## src/design/lr_pkg.sv

```systemverilog
// Types, constants and helpers shared by the line rasterizer
package lr_pkg;

   localparam int COORD_BITS  = 12;
   localparam int ERR_BITS    = COORD_BITS + 2;
   localparam int COLOR_BITS  = 32;
   localparam int OFFSET_BITS = 28;
   localparam int PITCH_BITS  = 16;
   localparam int BPP_BITS    = 3;

   localparam int CSR_ADDR_BITS = 3;
   localparam int CSR_IDX_BITS  = 1;
   localparam int CSR_DATA_BITS = 32;

   localparam logic [CSR_IDX_BITS-1:0] CSR_ROW_PITCH = 1'd0;
   localparam logic [CSR_IDX_BITS-1:0] CSR_BPP       = 1'd1;

   localparam logic [PITCH_BITS-1:0] PITCH_RESET = 16'd2560;
   localparam logic [BPP_BITS-1:0]   BPP_RESET   = 3'd4;

   typedef enum logic {
      REQ_START = 1'b0,
      REQ_TICK  = 1'b1
   } req_kind_type;

   typedef struct packed {
      req_kind_type          kind;
      logic [COORD_BITS-1:0] start_x;
      logic [COORD_BITS-1:0] start_y;
      logic [COORD_BITS-1:0] end_x;
      logic [COORD_BITS-1:0] end_y;
      logic [COLOR_BITS-1:0] color;
   } req_item_type;

   typedef struct packed {
      logic [COORD_BITS-1:0] x;
      logic [COORD_BITS-1:0] y;
      logic [COLOR_BITS-1:0] color;
      logic                  last;
   } pixel_type;

   function automatic logic [COORD_BITS-1:0] step_coord(input logic [COORD_BITS-1:0] v,
                                                        input logic neg);
      step_coord = neg ? v - COORD_BITS'(1) : v + COORD_BITS'(1);
   endfunction

   function automatic logic [COORD_BITS-1:0] abs_diff(input logic [COORD_BITS-1:0] a,
                                                      input logic [COORD_BITS-1:0] b);
      abs_diff = (a > b) ? a - b : b - a;
   endfunction

endpackage

```

## src/design/lr_channels.sv

```systemverilog
// Request and response channel interfaces of the line rasterizer

interface lr_req_if import lr_pkg::*; ();
   logic                  valid;
   logic                  ready;
   logic                  req_type;
   logic [COORD_BITS-1:0] start_x;
   logic [COORD_BITS-1:0] start_y;
   logic [COORD_BITS-1:0] end_x;
   logic [COORD_BITS-1:0] end_y;
   logic [COLOR_BITS-1:0] line_color;

   modport source (output valid, req_type, start_x, start_y, end_x, end_y, line_color,
                   input ready);
   modport sink   (input valid, req_type, start_x, start_y, end_x, end_y, line_color,
                   output ready);
endinterface

interface lr_rsp_if import lr_pkg::*; ();
   logic                   valid;
   logic                   ready;
   logic [COORD_BITS-1:0]  pixel_x;
   logic [COORD_BITS-1:0]  pixel_y;
   logic [OFFSET_BITS-1:0] byte_offset;
   logic [COLOR_BITS-1:0]  pixel_value;
   logic                   last_pixel;

   modport source (output valid, pixel_x, pixel_y, byte_offset, pixel_value, last_pixel,
                   input ready);
   modport sink   (input valid, pixel_x, pixel_y, byte_offset, pixel_value, last_pixel,
                   output ready);
endinterface

```

## src/design/line_rasterizer.sv

```systemverilog
// Line rasterizer top level: channels, register port and offset stage
// A tick's pixel is registered in the pixel stage, then in the offset stage.
// Throughput: one request per cycle, start or tick, while no stage stalls;
//   Bresenham step: one add and compare; offset: 12x16 plus 12x3 multiply.
// Reset: synchronous; clears the line (idle), empties both stages and loads
//   row pitch 2560 and 4 bytes per pixel.
module line_rasterizer import lr_pkg::*; (
   input  logic                     clock,
   input  logic                     reset,
   lr_req_if.sink                   req_bus,
   lr_rsp_if.source                 rsp_bus,
   input  logic                     psel,
   input  logic                     penable,
   input  logic                     pwrite,
   input  logic [CSR_ADDR_BITS-1:0] paddr,
   input  logic [CSR_DATA_BITS-1:0] pwdata,
   output logic [CSR_DATA_BITS-1:0] prdata,
   output logic                     pready
);

   logic [PITCH_BITS-1:0] pitch_ff, pitch_in;
   logic [BPP_BITS-1:0]   bpp_ff, bpp_in;
   logic [CSR_IDX_BITS-1:0] csr_idx;
   logic                  csr_wr;

   logic                  s1_valid_ff, s1_valid_in;
   pixel_type             s1_pix_ff, s1_pix_in;
   logic                  out_valid_ff, out_valid_in;
   pixel_type             out_pix_ff;
   logic [OFFSET_BITS-1:0] out_off_ff, off_calc;

   logic                  fire, emit, s1_move;
   req_item_type          item;
   pixel_type             pix;

   // register port
   assign pready  = 1'b1;
   assign csr_idx = paddr[CSR_ADDR_BITS-1:2];
   assign csr_wr  = psel && penable && pwrite;

   always_comb begin
      pitch_in = pitch_ff;
      bpp_in   = bpp_ff;
      if (csr_wr) begin
         unique case (csr_idx)
            CSR_ROW_PITCH: pitch_in = pwdata[PITCH_BITS-1:0];
            CSR_BPP:       bpp_in   = pwdata[BPP_BITS-1:0];
            default: ;
         endcase
      end
   end

   always_comb begin
      unique case (csr_idx)
         CSR_ROW_PITCH: prdata = CSR_DATA_BITS'(pitch_ff);
         CSR_BPP:       prdata = CSR_DATA_BITS'(bpp_ff);
         default:       prdata = '0;
      endcase
   end

   // request side
   assign item.kind    = req_kind_type'(req_bus.req_type);
   assign item.start_x = req_bus.start_x;
   assign item.start_y = req_bus.start_y;
   assign item.end_x   = req_bus.end_x;
   assign item.end_y   = req_bus.end_y;
   assign item.color   = req_bus.line_color;

   assign s1_move       = s1_valid_ff && (!out_valid_ff || rsp_bus.ready);
   assign req_bus.ready = !s1_valid_ff || s1_move;
   assign fire          = req_bus.valid && req_bus.ready;

   lr_walker u_walker (
      .clock (clock),
      .reset (reset),
      .fire  (fire),
      .item  (item),
      .emit  (emit),
      .pix   (pix)
   );

   // pixel stage
   always_comb begin
      s1_valid_in = s1_valid_ff && !s1_move;
      s1_pix_in   = s1_pix_ff;
      if (emit) begin
         s1_valid_in = 1'b1;
         s1_pix_in   = pix;
      end
   end

   // offset stage
   assign off_calc = OFFSET_BITS'(s1_pix_ff.y) * OFFSET_BITS'(pitch_ff)
                   + OFFSET_BITS'(s1_pix_ff.x) * OFFSET_BITS'(bpp_ff);

   assign out_valid_in = s1_move || (out_valid_ff && !rsp_bus.ready);

   always_ff @(posedge clock) begin
      if (reset) begin
         pitch_ff     <= PITCH_RESET;
         bpp_ff       <= BPP_RESET;
         s1_valid_ff  <= 1'b0;
         out_valid_ff <= 1'b0;
      end else begin
         pitch_ff     <= pitch_in;
         bpp_ff       <= bpp_in;
         s1_valid_ff  <= s1_valid_in;
         out_valid_ff <= out_valid_in;
      end
   end

   always_ff @(posedge clock) begin
      s1_pix_ff <= s1_pix_in;
      if (s1_move) begin
         out_pix_ff <= s1_pix_ff;
         out_off_ff <= off_calc;
      end
   end

   assign rsp_bus.valid       = out_valid_ff;
   assign rsp_bus.pixel_x     = out_pix_ff.x;
   assign rsp_bus.pixel_y     = out_pix_ff.y;
   assign rsp_bus.byte_offset = out_off_ff;
   assign rsp_bus.pixel_value = out_pix_ff.color;
   assign rsp_bus.last_pixel  = out_pix_ff.last;

endmodule

```

## src/design/lr_walker.sv

```systemverilog
// Bresenham line state: loads a line on start, steps one pixel per tick while pixels are left
module lr_walker import lr_pkg::*; (
   input  logic         clock,
   input  logic         reset,
   input  logic         fire,
   input  req_item_type item,
   output logic         emit,
   output pixel_type    pix
);

   logic [COORD_BITS-1:0] cur_x_ff, cur_x_in;
   logic [COORD_BITS-1:0] cur_y_ff, cur_y_in;
   logic [ERR_BITS-1:0]   err_ff, err_in;
   logic [COORD_BITS-1:0] dx_ff, dx_in;
   logic [COORD_BITS-1:0] dy_ff, dy_in;
   logic                  dxn_ff, dxn_in;
   logic                  dyn_ff, dyn_in;
   logic                  xmaj_ff, xmaj_in;
   logic [COORD_BITS-1:0] left_ff, left_in;
   logic [COLOR_BITS-1:0] color_ff, color_in;

   logic [COORD_BITS-1:0] major, minor, s_dx, s_dy, s_major;
   logic [ERR_BITS-1:0]   err_sum;
   logic                  minor_step;
   logic [COORD_BITS-1:0] tick_x, tick_y;
   logic                  busy;

   assign busy    = (left_ff != '0);
   assign major   = xmaj_ff ? dx_ff : dy_ff;
   assign minor   = xmaj_ff ? dy_ff : dx_ff;
   assign err_sum = err_ff + ERR_BITS'(minor);
   assign minor_step = (err_sum > ERR_BITS'(major));

   always_comb begin
      tick_x = cur_x_ff;
      tick_y = cur_y_ff;
      if (xmaj_ff || minor_step) begin
         tick_x = step_coord(cur_x_ff, dxn_ff);
      end
      if (!xmaj_ff || minor_step) begin
         tick_y = step_coord(cur_y_ff, dyn_ff);
      end
   end

   assign s_dx    = abs_diff(item.start_x, item.end_x);
   assign s_dy    = abs_diff(item.start_y, item.end_y);
   assign s_major = (s_dx > s_dy) ? s_dx : s_dy;

   assign emit = fire && (item.kind == REQ_TICK) && busy;

   assign pix.x     = tick_x;
   assign pix.y     = tick_y;
   assign pix.color = color_ff;
   assign pix.last  = (left_ff == COORD_BITS'(1));

   always_comb begin
      cur_x_in = cur_x_ff;
      cur_y_in = cur_y_ff;
      err_in   = err_ff;
      dx_in    = dx_ff;
      dy_in    = dy_ff;
      dxn_in   = dxn_ff;
      dyn_in   = dyn_ff;
      xmaj_in  = xmaj_ff;
      left_in  = left_ff;
      color_in = color_ff;
      if (fire && item.kind == REQ_START) begin
         cur_x_in = item.start_x;
         cur_y_in = item.start_y;
         dx_in    = s_dx;
         dy_in    = s_dy;
         dxn_in   = !(item.start_x < item.end_x);
         dyn_in   = !(item.start_y < item.end_y);
         xmaj_in  = (s_dx > s_dy);
         err_in   = ERR_BITS'(s_major >> 1);
         left_in  = s_major;
         color_in = item.color;
      end else if (emit) begin
         cur_x_in = tick_x;
         cur_y_in = tick_y;
         err_in   = minor_step ? err_sum - ERR_BITS'(major) : err_sum;
         left_in  = left_ff - COORD_BITS'(1);
      end
   end

   always_ff @(posedge clock) begin
      if (reset) begin
         cur_x_ff <= '0;
         cur_y_ff <= '0;
         err_ff   <= '0;
         dx_ff    <= '0;
         dy_ff    <= '0;
         dxn_ff   <= 1'b0;
         dyn_ff   <= 1'b0;
         xmaj_ff  <= 1'b0;
         left_ff  <= '0;
         color_ff <= '0;
      end else begin
         cur_x_ff <= cur_x_in;
         cur_y_ff <= cur_y_in;
         err_ff   <= err_in;
         dx_ff    <= dx_in;
         dy_ff    <= dy_in;
         dxn_ff   <= dxn_in;
         dyn_ff   <= dyn_in;
         xmaj_ff  <= xmaj_in;
         left_ff  <= left_in;
         color_ff <= color_in;
      end
   end

endmodule

```

## src/flat_wrapper.sv

```systemverilog
// flat-port wrapper written by rule: the top's interface ports become plain ports
module line_rasterizer_flat import lr_pkg::*;
  (clock, reset, psel, penable, pwrite, paddr, pwdata, prdata, pready, req_bus_valid, req_bus_req_type, req_bus_start_x, req_bus_start_y, req_bus_end_x, req_bus_end_y, req_bus_line_color, req_bus_ready, rsp_bus_valid, rsp_bus_pixel_x, rsp_bus_pixel_y, rsp_bus_byte_offset, rsp_bus_pixel_value, rsp_bus_last_pixel, rsp_bus_ready);
  lr_req_if req_bus_i ();
  lr_rsp_if rsp_bus_i ();
  input  logic clock;
  input  logic reset;
  input  logic psel;
  input  logic penable;
  input  logic pwrite;
  input  logic [CSR_ADDR_BITS-1:0] paddr;
  input  logic [CSR_DATA_BITS-1:0] pwdata;
  output logic [CSR_DATA_BITS-1:0] prdata;
  output logic pready;
  input wire logic [$bits(req_bus_i.valid)-1:0] req_bus_valid;
  input wire logic [$bits(req_bus_i.req_type)-1:0] req_bus_req_type;
  input wire logic [$bits(req_bus_i.start_x)-1:0] req_bus_start_x;
  input wire logic [$bits(req_bus_i.start_y)-1:0] req_bus_start_y;
  input wire logic [$bits(req_bus_i.end_x)-1:0] req_bus_end_x;
  input wire logic [$bits(req_bus_i.end_y)-1:0] req_bus_end_y;
  input wire logic [$bits(req_bus_i.line_color)-1:0] req_bus_line_color;
  output wire logic [$bits(req_bus_i.ready)-1:0] req_bus_ready;
  output wire logic [$bits(rsp_bus_i.valid)-1:0] rsp_bus_valid;
  output wire logic [$bits(rsp_bus_i.pixel_x)-1:0] rsp_bus_pixel_x;
  output wire logic [$bits(rsp_bus_i.pixel_y)-1:0] rsp_bus_pixel_y;
  output wire logic [$bits(rsp_bus_i.byte_offset)-1:0] rsp_bus_byte_offset;
  output wire logic [$bits(rsp_bus_i.pixel_value)-1:0] rsp_bus_pixel_value;
  output wire logic [$bits(rsp_bus_i.last_pixel)-1:0] rsp_bus_last_pixel;
  input wire logic [$bits(rsp_bus_i.ready)-1:0] rsp_bus_ready;
  assign req_bus_i.valid = req_bus_valid;
  assign req_bus_i.req_type = req_bus_req_type;
  assign req_bus_i.start_x = req_bus_start_x;
  assign req_bus_i.start_y = req_bus_start_y;
  assign req_bus_i.end_x = req_bus_end_x;
  assign req_bus_i.end_y = req_bus_end_y;
  assign req_bus_i.line_color = req_bus_line_color;
  assign req_bus_ready = req_bus_i.ready;
  assign rsp_bus_valid = rsp_bus_i.valid;
  assign rsp_bus_pixel_x = rsp_bus_i.pixel_x;
  assign rsp_bus_pixel_y = rsp_bus_i.pixel_y;
  assign rsp_bus_byte_offset = rsp_bus_i.byte_offset;
  assign rsp_bus_pixel_value = rsp_bus_i.pixel_value;
  assign rsp_bus_last_pixel = rsp_bus_i.last_pixel;
  assign rsp_bus_i.ready = rsp_bus_ready;
  line_rasterizer u_core (.clock(clock), .reset(reset), .req_bus(req_bus_i), .rsp_bus(rsp_bus_i), .psel(psel), .penable(penable), .pwrite(pwrite), .paddr(paddr), .pwdata(pwdata), .prdata(prdata), .pready(pready));
endmodule
```

## config.mk

```make
export PLATFORM = sky130hd
export DESIGN_NAME = line_rasterizer_flat
export DESIGN_NICKNAME = d
export VERILOG_FILES = /design/src/design/lr_pkg.sv /design/src/design/lr_channels.sv /design/src/design/line_rasterizer.sv /design/src/design/lr_walker.sv /design/src/flat_wrapper.sv
export SDC_FILE = /design/constraint.sdc
export NUM_CORES = 1
export LEC_CHECK = 0
export BUFFER_PORTS_ARGS = -buffer_cell sky130_fd_sc_hd__buf_2
export CAP_MARGIN = 20
export CORE_UTILIZATION = 45
export CTS_CLUSTER_SIZE = 20
export DETAILED_ROUTE_END_ITERATION = 6
export GPL_TIMING_DRIVEN = 0
export HOLD_SLACK_MARGIN = 0.12
export MAX_ROUTING_LAYER = met4
export RECOVER_POWER = 50
export SLEW_MARGIN = 30
export SYNTH_ARGS = -nofsm -noshare
export SYNTH_HDL_FRONTEND = slang
export SYNTH_SLANG_ARGS = --single-unit
```

## constraint.sdc

```tcl
create_clock -name clock -period 16.6 [get_ports clock]
set_clock_uncertainty 0.1 [all_clocks]
set_input_delay 0.83 -clock clock [delete_from_list [all_inputs] [get_ports clock]]
set_output_delay 0.83 -clock clock [all_outputs]
set_load 0.005 [all_outputs]
```

==> results of run 1 <==
synthesized netlist by cell type (all sizes together) (10+ instances only):
cell and n:
a211oi 43, a21o 26, a21oi 156, a31oi 25
a32oi 14, and2 134, buf 38, clkbuf 77
dfxtp 130, edfxtp 142, fa 183, ha 195
inv 308, mux2 29, mux2i 42, nand2 303
nand2b 17, nand3 43, nand4 12, nor2 120
nor2b 26, nor3 31, o211ai 10, o21a 13
o21ai 45, o21bai 11, xnor2 57, xor2 23
through the flow:
stage	hold slack [ns]	power (mW)	cells	utilization	cell area [um^2]
floorplan	0.300	1.86	2392	-	22500
global placement	0.300	2.21	3261	0.496	24300
detailed placement	0.305	2.24	3265	0.498	24400
CTS	0.318	2.99	3323	0.521	25500
global route	0.320	3.19	3325	0.518	25400
finish	0.317	2.97	3325	0.518	25400
flip-flops by register name, indices dropped and copies added (netlist names), 3 cells and up:
register and cells:
u_core.u_walker.left_ff 12, u_core.rsp_bus.pixel_value 32, u_core.u_walker.err_ff 14, u_core.u_walker.cur_y_ff 12
u_core.u_walker.dy_ff 12, u_core.u_walker.dx_ff 12, u_core.rsp_bus.pixel_x 12, u_core.pitch_ff 16
u_core.rsp_bus.byte_offset 28, u_core.u_walker.color_ff 32, u_core.bpp_ff 3, u_core.u_walker.cur_x_ff 12
u_core.rsp_bus.pixel_y 12, u_core.s1_pix_ff 57
logic make-up after synthesis:
family,Yosys count,synth area share
AO/OA/AOI/OAI,415,0.122
XOR/XNOR,80,0.0312
adder cells (fa/ha/maj),378,0.272
buffers and inverters,423,0.0762
flip-flops,272,0.306
multiplexers,71,0.0333
other,2,0.000335
AND/OR/NAND/NOR,736,0.159
final timing paths:
kind	from	end	slack (ns)
setup / recovery	u_core.s1_pix_ff[39]$_DFFE_PP_	u_core.rsp_bus.byte_offset[26]$_DFFE_PP_	9.19
hold / removal	u_core.s1_pix_ff[26]$_DFFE_PP_	u_core.rsp_bus.pixel_value[25]$_DFFE_PP_	0.32
setup reg to reg	u_core.s1_pix_ff[39]$_DFFE_PP_	u_core.rsp_bus.byte_offset[26]$_DFFE_PP_	9.19
hold reg to reg	u_core.s1_pix_ff[26]$_DFFE_PP_	u_core.rsp_bus.pixel_value[25]$_DFFE_PP_	0.32
final cells by class:
cell class / count / area (um^2) / share of cell area
sequential: 272 / 6870 / 0.270
buffer: 115 / 552 / 0.0217
multi-input combinational: 1697 / 13900 / 0.548
clock inverter: 17 / 254 / 0.0100
inverter: 308 / 1160 / 0.0455
clock buffer: 41 / 845 / 0.0332
antenna: 2 / 5.00 / 0.000197
tap: 664 / 831 / 0.0327
timing repair buffer: 209 / 983 / 0.0387
worst reg2reg max path, cell delays in order, from the launching register on:
cell	delay [ns]
edfxtp_1	0.52
clkbuf_1	0.51
nand2_1	0.20
fa_1	0.55
fa_1	0.53
inv_1	0.06
fa_1	0.56
fa_1	0.43
fa_1	0.51
inv_1	0.07
fa_1	0.48
inv_1	0.04
ha_1	0.35
a21o_1	0.20
a31o_2	0.22
a311oi_1	0.52
a211o_1	0.24
nand3_1	0.09
or4_1	0.42
a31oi_1	0.28
o21ai_1	0.12
xor2_1	0.15
where the power goes:
part | leakage [nW] | switching, mW | internal [mW]
combinational | 8.50 | 0.812 | 0.539
clock | 0.536 | 0.289 | 0.452
sequential | 2.39 | 0.0594 | 0.823
routing by layer:
layer,vias up,global-route usage,wire length [um]
met5,-,-,0
met4,0,0.0768,1620
met3,99,0.0299,2870
met2,452,0.427,30200
met1,8559,0.316,26800
li1,8455,-,-
layout by cell type, fill, tap and decap left out, types with 8 or more instances in the layout:
cell | Yosys | routed
and2_1 | 134 | 133
buf_4 | 20 | 20
fa_1 | 183 | 183
xnor2_1 | 57 | 57
buf_2 | 14 | 173
o211ai_1 | 8 | 8
mux2i_1 | 42 | 42
nand4_1 | 12 | 12
a32oi_1 | 14 | 14
a21o_1 | 25 | 25
inv_1 | 307 | 307
nand2b_1 | 17 | 17
xor2_1 | 23 | 23
mux2_2 | 28 | 28
clkbuf_16 | 0 | 32
nand2_1 | 302 | 302
nor2b_1 | 26 | 26
dfxtp_1 | 130 | 130
o21ai_0 | 42 | 42
edfxtp_1 | 142 | 142
a31oi_1 | 25 | 25
conb_1 | 2 | 17
nor3_1 | 28 | 28
nor2_1 | 118 | 118
o21a_1 | 13 | 13
ha_1 | 195 | 195
o21bai_1 | 11 | 11
clkbuf_1 | 75 | 132
a211oi_1 | 42 | 42
a21oi_1 | 154 | 154
nand3_1 | 43 | 43
==> metrics.txt, run 1 <==
status=complete, no violations; Final period util=0.446; area share of the largest cell type after synthesis=0.190; Yosys reg bits=approximately 270; critical path arrival=between 7 and 8 ns; crit-path max cell delay=about 0.56 ns; transition time of the tightest slew-check pin=1.37 ns; peak fanout along the critical path=10; clk sinks=about 270; htree depth=1; Final Max Slew Viols=0; pre-CTS WS=about 9 ns; sequential fraction of the synthesis area=0.306; via count=approximately 18000; initial DRC count=about 1100; share of layout cells above drive strength 1=0.115; Syn. warnings=0; largest net degree at the start of global routing=67; Post-route DRC=0; Highest Clock Rate=approximately 0.13 GHz; Levels on crit path=21; root buffer cell=clkbuf_16; WP buf/inv=4; via-per-instance ratio=5.28; Slew HR=0.0886; RSZ-0062 raised after global routing=no; total grt overflow=0; Post-Syn Instances=~2400; nets=3135; crit path cell chain=clkbuf_1, nand2_1, fa_1, fa_1, inv_1, fa_1, fa_1, fa_1, inv_1, fa_1, inv_1, ha_1, a21o_1, a31o_2, a311oi_1, a211o_1, nand3_1, or4_1, a31oi_1, o21ai_1, xor2_1; worst reg-to-reg path cell count=21; Clock Tree Buf Depth=3; initial antenna violation count=2; Hold Path Cell Cnt=0; Syn Std Cell Area=22400 um^2; final worst setup slack=slightly above 9 ns; Syn-to-layout area delta=13.3%; row count=81; number of buffers created by CTS=31; Crit Path Class=flop to flop; Die H=roughly 230 um; IO Pins=around 240; routability cong.=slightly above 0.9; Die Wd=~230 um; largest area contributor in the synthesized netlist=edfxtp_1; Critical Path Start Type=flop; global-route wire length before repair=97200 um; vias in the first global route=about 18000; setup TNS=0 ns; full die area=just over 50000 um^2; synth top area cells=edfxtp_1 (19%), fa_1 (16%), dfxtp_1 (12%); GRT Resource Usage Total=0.252; hold buffers post-CTS=0; Tightest Hold Check Type=flop to flop; Final min period=roughly 7.4 ns; dpl hpwl=49900 um; endpoints failing setup=0; Routed WL=between 60000 and 70000 um; Lkg Pwr=approximately 11 nW; Gates resized, CTS repair=0; Pre-antenna DRT Iters=5; fillers=about 4600; setup bufs post-CTS=0; CTS tree=done; CP required=approximately 17 ns; Cell Pwr Density=about 120 nW/um^2; Clock Latency Late Sink=between 0.5 and 0.6 ns; core area=49100 um^2; post-route antenna net violation count=0; number of flops mapped to enable cells by yosys=142; Worst path most repeated cell=fa_1; Critical-path top delay cell=fa_1; CTS clock-pin slew for the worst setup and hold paths=0.06 ns; Port Buffers=205; initial core utilization=0.457; Netlist cell types=86; final-report hold violation count=0; CP endpoint kind=flop; Primary FF master, synth=edfxtp_1; ys async rst share=0; mean post-synth cell area=about 9.4 um^2; Max VDD drop=66.3 uV; Routed WL per cell=about 18 um; MaxCap Viol Count=0; delay-heaviest family, CP=adder cells
Note: power is estimated with default switching activity, not from simulation.
==> inputs of run 2 (changes only) <==
--- a/config.mk
+++ b/config.mk
@@ -13,6 +13,7 @@
 export GPL_TIMING_DRIVEN = 0
 export HOLD_SLACK_MARGIN = 0.12
 export MAX_ROUTING_LAYER = met4
+export PLACE_DENSITY = 0.66
 export RECOVER_POWER = 50
 export SLEW_MARGIN = 30
 export SYNTH_ARGS = -nofsm -noshare
==> constraint.sdc (replaced) <==
create_clock -name clock -period 6.06 [get_ports clock]
set_clock_uncertainty 0.1 [all_clocks]
set_input_delay 0.303 -clock clock [delete_from_list [all_inputs] [get_ports clock]]
set_output_delay 0.303 -clock clock [all_outputs]
set_load 0.005 [all_outputs]
==> run 2 against run 1 <==
The run now ends with negative setup slack left. Critical path depth rose by 1. First-iteration DRC count increased by 16%. Flip-flop and latch count unchanged. Hold slack lost 0.17 ns. Worst setup slack got worse by 9.7 ns. Via count grew 4.5%. Non-clock buffer count up 122. Final area rose by 6.9%. Highest routed layer unchanged.
==> metrics.txt, run 2 (synthesis gave the netlist of run 1 again) <==
status=complete, but fails checks; failing checks=negative setup slack; most frequent cells in the layout=nand2_1 (301), inv_1 (300), buf_2 (221); nets=3256 (+3.9%); initial antenna violation count=2 (unchanged); Hold Path Cell Cnt=4 (+4); most common cell after layout, fill and taps aside=nand2_1; Lkg Pwr=12.2 nW (+7.0%); Tightest Hold Check Type=primary input to flop; GRT Resource Usage Total=0.255 (+0.00288); routability cong.=0.918 (about the same); clk sinks=272 (unchanged); post-route antenna net violation count=0 (unchanged); Clock Power Share=0.223 (-0.026); Max VDD drop=221 uV (+230%); CTS clock-pin slew for the worst setup and hold paths=0.07 ns (about the same); R2R Path End=u_core.rsp_bus.byte_offset[26]$_DFFE_PP_; final worst setup slack=-0.475 ns (-9.67 ns); Die H=225 um (unchanged); peak fanout along the critical path=7 (-3); Final period util=1.08 (+0.632); CP required=6.30 ns (-10.53 ns); crit path cell chain=buf_6, and2_4, fa_1, inv_2, fa_1, inv_1, fa_1, fa_1, fa_1, inv_1, fa_1, inv_2, ha_4, a21o_1, a31o_4, a311oi_4, a211o_1, nand3_2, or4_4, a31oi_4, o21ai_2, xor2_1; CP endpoint kind=flop; Routed WL=63200 um (+2.7%); htree depth=1 (unchanged); Int Pwr=5.23 mW (+190%); Critical Path Start Type=flop; initial core utilization=0.457 (unchanged); Worst path most repeated cell=fa_1; pre-CTS WS=-0.928 ns (-10.12 ns); Post-Place Cells=3265 (unchanged); FF-to-FF Start=u_core.s1_pix_ff[33]$_DFFE_PP_; number of buffers created by CTS=30 (-3.2%); post-layout instance area=27100 um^2 (+6.9%); combinational share of power=0.499 (+0.045); largest net degree at the start of global routing=67 (unchanged); Hold Path Sink=u_core.bpp_ff[1]$_SDFFE_PP0P_; crit-path max cell delay=0.57 ns (about the same); endpoints failing setup=6 (+6); root buffer cell=clkbuf_16; P_sw=3.42 mW (+190%); Final Max Slew Viols=0 (unchanged); DP Area=24500 um^2 (+0.43%); Top reg by flops=u_core.s1_pix_ff; Post-route DRC=0 (unchanged); initial DRC count=1229 (+16%); full die area=50700 um^2 (unchanged); sw frac=0.395 (+0.00502); Clock Tree Buf Depth=3 (unchanged); worst reg-to-reg path cell count=22 (+4.8%); CTS tree=done; RSZ-0062 raised after global routing=yes; Syn-to-layout area delta=21.0%; vias in the first global route=18500 (+2.9%); Post-Layout Cell Count=3445 (+3.6%); total grt overflow=0 (unchanged); IO Pins=243 (unchanged); critical path arrival=6.77 ns (-0.87 ns); Clock Latency Late Sink=0.59 ns (about the same); reg2reg setup slack=-0.48 ns (-9.67 ns); Die Wd=225 um (unchanged); via-per-instance ratio=5.33 (+0.85%); Slew HR=0.352 (+0.264); Highest Clock Rate=0.153 GHz (+13%); via count=18400 (+4.5%); flip-flop count of the largest register after layout=57 (unchanged); final-report hold violation count=0 (unchanged); MaxCap Viol Count=0 (unchanged); final hold slack=0.146 ns (-0.171 ns); Min-Delay Startpoint=penable; Routed WL per cell=18.3 um (-0.85%); core area=49100 um^2 (unchanged); dpl hpwl=49400 um (-0.97%); Port Buffers=205 (unchanged); post-layout util=0.553 (+0.0355); setup TNS=-1.66 ns (-1.66 ns); global-route wire length before repair=98300 um (+1.2%); Final min period=6.54 ns (-0.874 ns); share of layout cells above drive strength 1=0.171 (+0.0555); Crit Path Class=flop to flop; Tot Pwr=8.65 mW (+190%); Pre-antenna DRT Iters=6 (+1); transition time of the tightest slew-check pin=0.972 ns (-0.395 ns); sequential fraction of design power=0.278 (-0.019); Cell Pwr Density=319 nW/um^2 (+170%); row count=81 (unchanged); Critical-path top delay cell=fa_1
==> run 2: cell type report <==
class                           count  area (um^2)
Fill cell                        4326        21900
Buffer                            113          649
Sequential cell                   272         6870
Timing Repair Buffer              333         2270
Multi-Input combinational cell   1697        14300
Antenna cell                        2         5.00
Clock inverter                     15          211
Clock buffer                       41          843
Tap cell                          664          831
Inverter                          308         1160
==> run 2: how the worst max path moves through the flow <==
stage / from / to / cells past startpoint
after detailed placement: u_core.pitch_ff[6]$_SDFFE_PP0P_ / u_core.rsp_bus.byte_offset[26]$_DFFE_PP_ / 21
after global placement: rsp_bus_ready / u_core.rsp_bus.byte_offset[9]$_DFFE_PP_ / 3
after CTS: u_core.s1_pix_ff[33]$_DFFE_PP_ / u_core.rsp_bus.byte_offset[26]$_DFFE_PP_ / 22
after global routing: u_core.s1_pix_ff[33]$_DFFE_PP_ / u_core.rsp_bus.byte_offset[26]$_DFFE_PP_ / 22
after floorplan: u_core.s1_pix_ff[34]$_DFFE_PP_ / u_core.rsp_bus.byte_offset[26]$_DFFE_PP_ / 22
final: u_core.s1_pix_ff[33]$_DFFE_PP_ / u_core.rsp_bus.byte_offset[26]$_DFFE_PP_ / 22
==> run 2: worst max-delay path, delay by kind of cell (launching register included) <==
kind	cells	cell delay, ns
fa+ha+maj	7	3.25
compound gates	6	1.28
simple gates	3	0.67
flops	1	0.46
buf+inv	5	0.38
xor+xnor	1	0.14
==> run 2: routing by layer <==
metal / global-route usage / routed length (um) / part of all wire / vias to the layer above
met5: - / 0 / 0 / -
met1: 0.316 / 26500 / 0.42 / 8911
li1: - / - / - / 8711
met3: 0.0284 / 3540 / 0.056 / 139
met4: 0.0887 / 2360 / 0.037 / 0
met2: 0.432 / 30700 / 0.49 / 593
==> run 2: power groups by stage <==
| stage | Combinational [mW] | Sequential, mW | Clock, mW |
|---|---|---|---|
| 2_1_floorplan | 2.78 | 2.40 | 0 |
| 3_3_place_gp | 3.65 | 2.45 | 0 |
| 3_5_place_dp | 3.75 | 2.45 | 0 |
| 4_1_cts | 4.10 | 2.40 | 1.97 |
| 5_1_grt | 4.74 | 2.42 | 2.03 |
| 6_report | 4.31 | 2.40 | 1.93 |
==> run 2: what timing repair did <==
item | 4_1_cts | 5_1_grt
hold endpoints to repair | 79 | 0
resized for setup | 65 | 42
pin swaps | 24 | 24
setup buffers | 32 | 9
setup endpoints to repair | 17 | 72
hold buffers | 84 | 0
==> inputs of run 3 (changes only) <==
==> constraint.sdc (replaced) <==
create_clock -name clock -period 5.9 [get_ports clock]
set_clock_uncertainty 0.1 [all_clocks]
set_input_delay 0.295 -clock clock [delete_from_list [all_inputs] [get_ports clock]]
set_output_delay 0.295 -clock clock [all_outputs]
set_load 0.005 [all_outputs]
==> run 3 against run 2 <==
The flow still finishes with violations (negative setup slack). Routed wire length increased by 1.1%. Critical path type unchanged. Power increased by 5.2%. Die area unchanged. Worst setup slack got worse by 0.19 ns.
==> metrics.txt, run 3 (synthesis gave the netlist of run 1 again) <==
setup TNS=-2.34 ns (-0.680 ns); via count=18300 (-0.26%); Highest Clock Rate=0.152 GHz (-0.42%); peak fanout along the critical path=7 (unchanged); CP required=6.13 ns (-0.17 ns); GRT Resource Usage Total=0.261 (+0.00575); Final period util=1.11 (+0.0339); dpl hpwl=49500 um (+0.18%); via-per-instance ratio=5.30 (-0.46%); Pre-antenna DRT Iters=5 (-1); DP Area=24600 um^2 (+0.31%); Syn-to-layout area delta=21.8%; Port Buffers=205 (unchanged); total grt overflow=0 (unchanged); post-route antenna net violation count=0 (unchanged); Tot Pwr=9.09 mW (+5.2%); clk sinks=272 (unchanged); core area=49100 um^2 (unchanged); pre-CTS WS=-1.09 ns (-0.157 ns); Routed WL=63800 um (+1.1%); CTS tree=done; CP endpoint kind=flop; reg2reg setup slack=-0.66 ns (-0.19 ns); largest net degree at the start of global routing=67 (unchanged); final-report hold violation count=0 (unchanged); share of layout cells above drive strength 1=0.183 (+0.0124); post-layout instance area=27300 um^2 (+0.63%); Clock Latency Late Sink=0.59 ns (about the same); Lkg Pwr=12.3 nW (+0.68%); row count=81 (unchanged); status=complete, but fails checks; initial DRC count=1095 (-11%); MaxCap Viol Count=0 (unchanged); Cell Pwr Density=333 nW/um^2 (+4.5%); Critical Path Start Type=flop; Die H=225 um (unchanged); nets=3264 (+0.25%); CTS clock-pin slew for the worst setup and hold paths=0.06 ns (about the same); most frequent cells in the layout=nand2_1 (301), inv_1 (295), buf_2 (222); Tightest Hold Check Type=primary input to flop; failing checks=negative setup slack; most common cell after layout, fill and taps aside=nand2_1; IO Pins=243 (unchanged); Post-Layout Cell Count=3452 (+0.20%); Post-route DRC=0 (unchanged); fillers=4333 (+0.16%); endpoints failing setup=7 (+1); root buffer cell=clkbuf_16; final worst setup slack=-0.663 ns (-0.188 ns); Max VDD drop=208 uV (-6.0%); final hold slack=0.158 ns (+0.0113 ns); initial antenna violation count=1 (-1); Hold Path Cell Cnt=4 (unchanged); global-route wire length before repair=100000 um (+2.1%); number of buffers created by CTS=30 (unchanged); flip-flop count of the largest register after layout=57 (unchanged); Post-Place Cells=3265 (unchanged); Crit Path Class=flop to flop; RSZ-0062 raised after global routing=yes; Die Wd=225 um (unchanged); worst reg-to-reg path cell count=22 (unchanged); post-layout util=0.557 (+0.00349); Top reg by flops=u_core.s1_pix_ff; routability cong.=0.931 (+1.4%); Slew HR=0.364 (+0.0116); transition time of the tightest slew-check pin=0.954 ns (-0.0174 ns); critical path arrival=6.79 ns (+0.02 ns); Final Max Slew Viols=0 (unchanged); Final min period=6.56 ns (+0.0276 ns); vias in the first global route=18600 (+0.49%); Clock Tree Buf Depth=3 (unchanged); full die area=50700 um^2 (unchanged); htree depth=1 (unchanged); initial core utilization=0.457 (unchanged); Routed WL per cell=18.5 um (+0.86%)
-- run 3: changes by cell type in the layout (fill, tap and decap cells not counted), sizes merged --
cell	previous run	this run
buf	284	297
bufinv	4	6
clkbuf	119	107
clkinvlp	0	3
diode	2	1
inv	310	312
-- run 3: final cells by class --
cell class | instances | area, um^2 | share of cell area
clock inverters | 22 | 313 | 0.0115
inverters | 308 | 1160 | 0.0423
plain buffers | 114 | 673 | 0.0246
well taps | 664 | 831 | 0.0304
clock buffers | 34 | 776 | 0.0284
multi-input cells | 1697 | 14300 | 0.525
flip-flops and latches | 272 | 6870 | 0.252
repair buffers | 340 | 2340 | 0.0858
diodes | 1 | 2.50 | 0.0000916
-- run 3: timing repair --
| item | 4_1_cts | 5_1_grt |
|---|---|---|
| hold endpoints to repair | 78 | 0 |
| hold buffers | 84 | 0 |
| setup endpoints to repair | 39 | 77 |
| gates resized for setup | 60 | 67 |
| buffers inserted | 35 | 13 |
| pin swaps | 28 | 26 |
-- run 3: power by group --
part / internal (mW) / total, mW / switching (mW)
registers: 2.31 / 2.46 / 0.145
logic: 1.98 / 4.57 / 2.59
clock network: 1.22 / 2.06 / 0.840
-- run 3: path summary, 6_finish.rpt --
kind / startpoint / to
worst min register to register: u_core.s1_pix_ff[11]$_DFFE_PP_ / u_core.rsp_bus.pixel_value[10]$_DFFE_PP_
worst min-delay path: psel / u_core.bpp_ff[0]$_SDFFE_PP0P_
worst max-delay path: u_core.s1_pix_ff[35]$_DFFE_PP_ / u_core.rsp_bus.byte_offset[26]$_DFFE_PP_
worst max register to register: u_core.s1_pix_ff[35]$_DFFE_PP_ / u_core.rsp_bus.byte_offset[26]$_DFFE_PP_
-- run 3: per-layer routing --
metal  wire [um]  vias to the layer above  GRT usage
met4        2430                        0     0.0935
met3        3370                      135     0.0300
met1       26600                     8874      0.318
met5           0                        -          -
li1            -                     8729          -
met2       31400                      569      0.446
-- run 3: critical path, stage by stage, from the launching register on --
cell      delay, ns
edfxtp_1       0.54
clkbuf_8       0.23
and2_4         0.14
fa_1           0.51
inv_2          0.05
fa_1           0.54
inv_1          0.05
fa_1           0.49
fa_1           0.43
fa_1           0.51
inv_1          0.05
fa_1           0.49
inv_2          0.05
ha_4           0.22
a21o_1         0.19
a31o_4         0.22
a311oi_4       0.30
a211o_1        0.23
nand3_2        0.09
or4_4          0.44
a31oi_4        0.18
o21ai_2        0.08
xor2_1         0.16
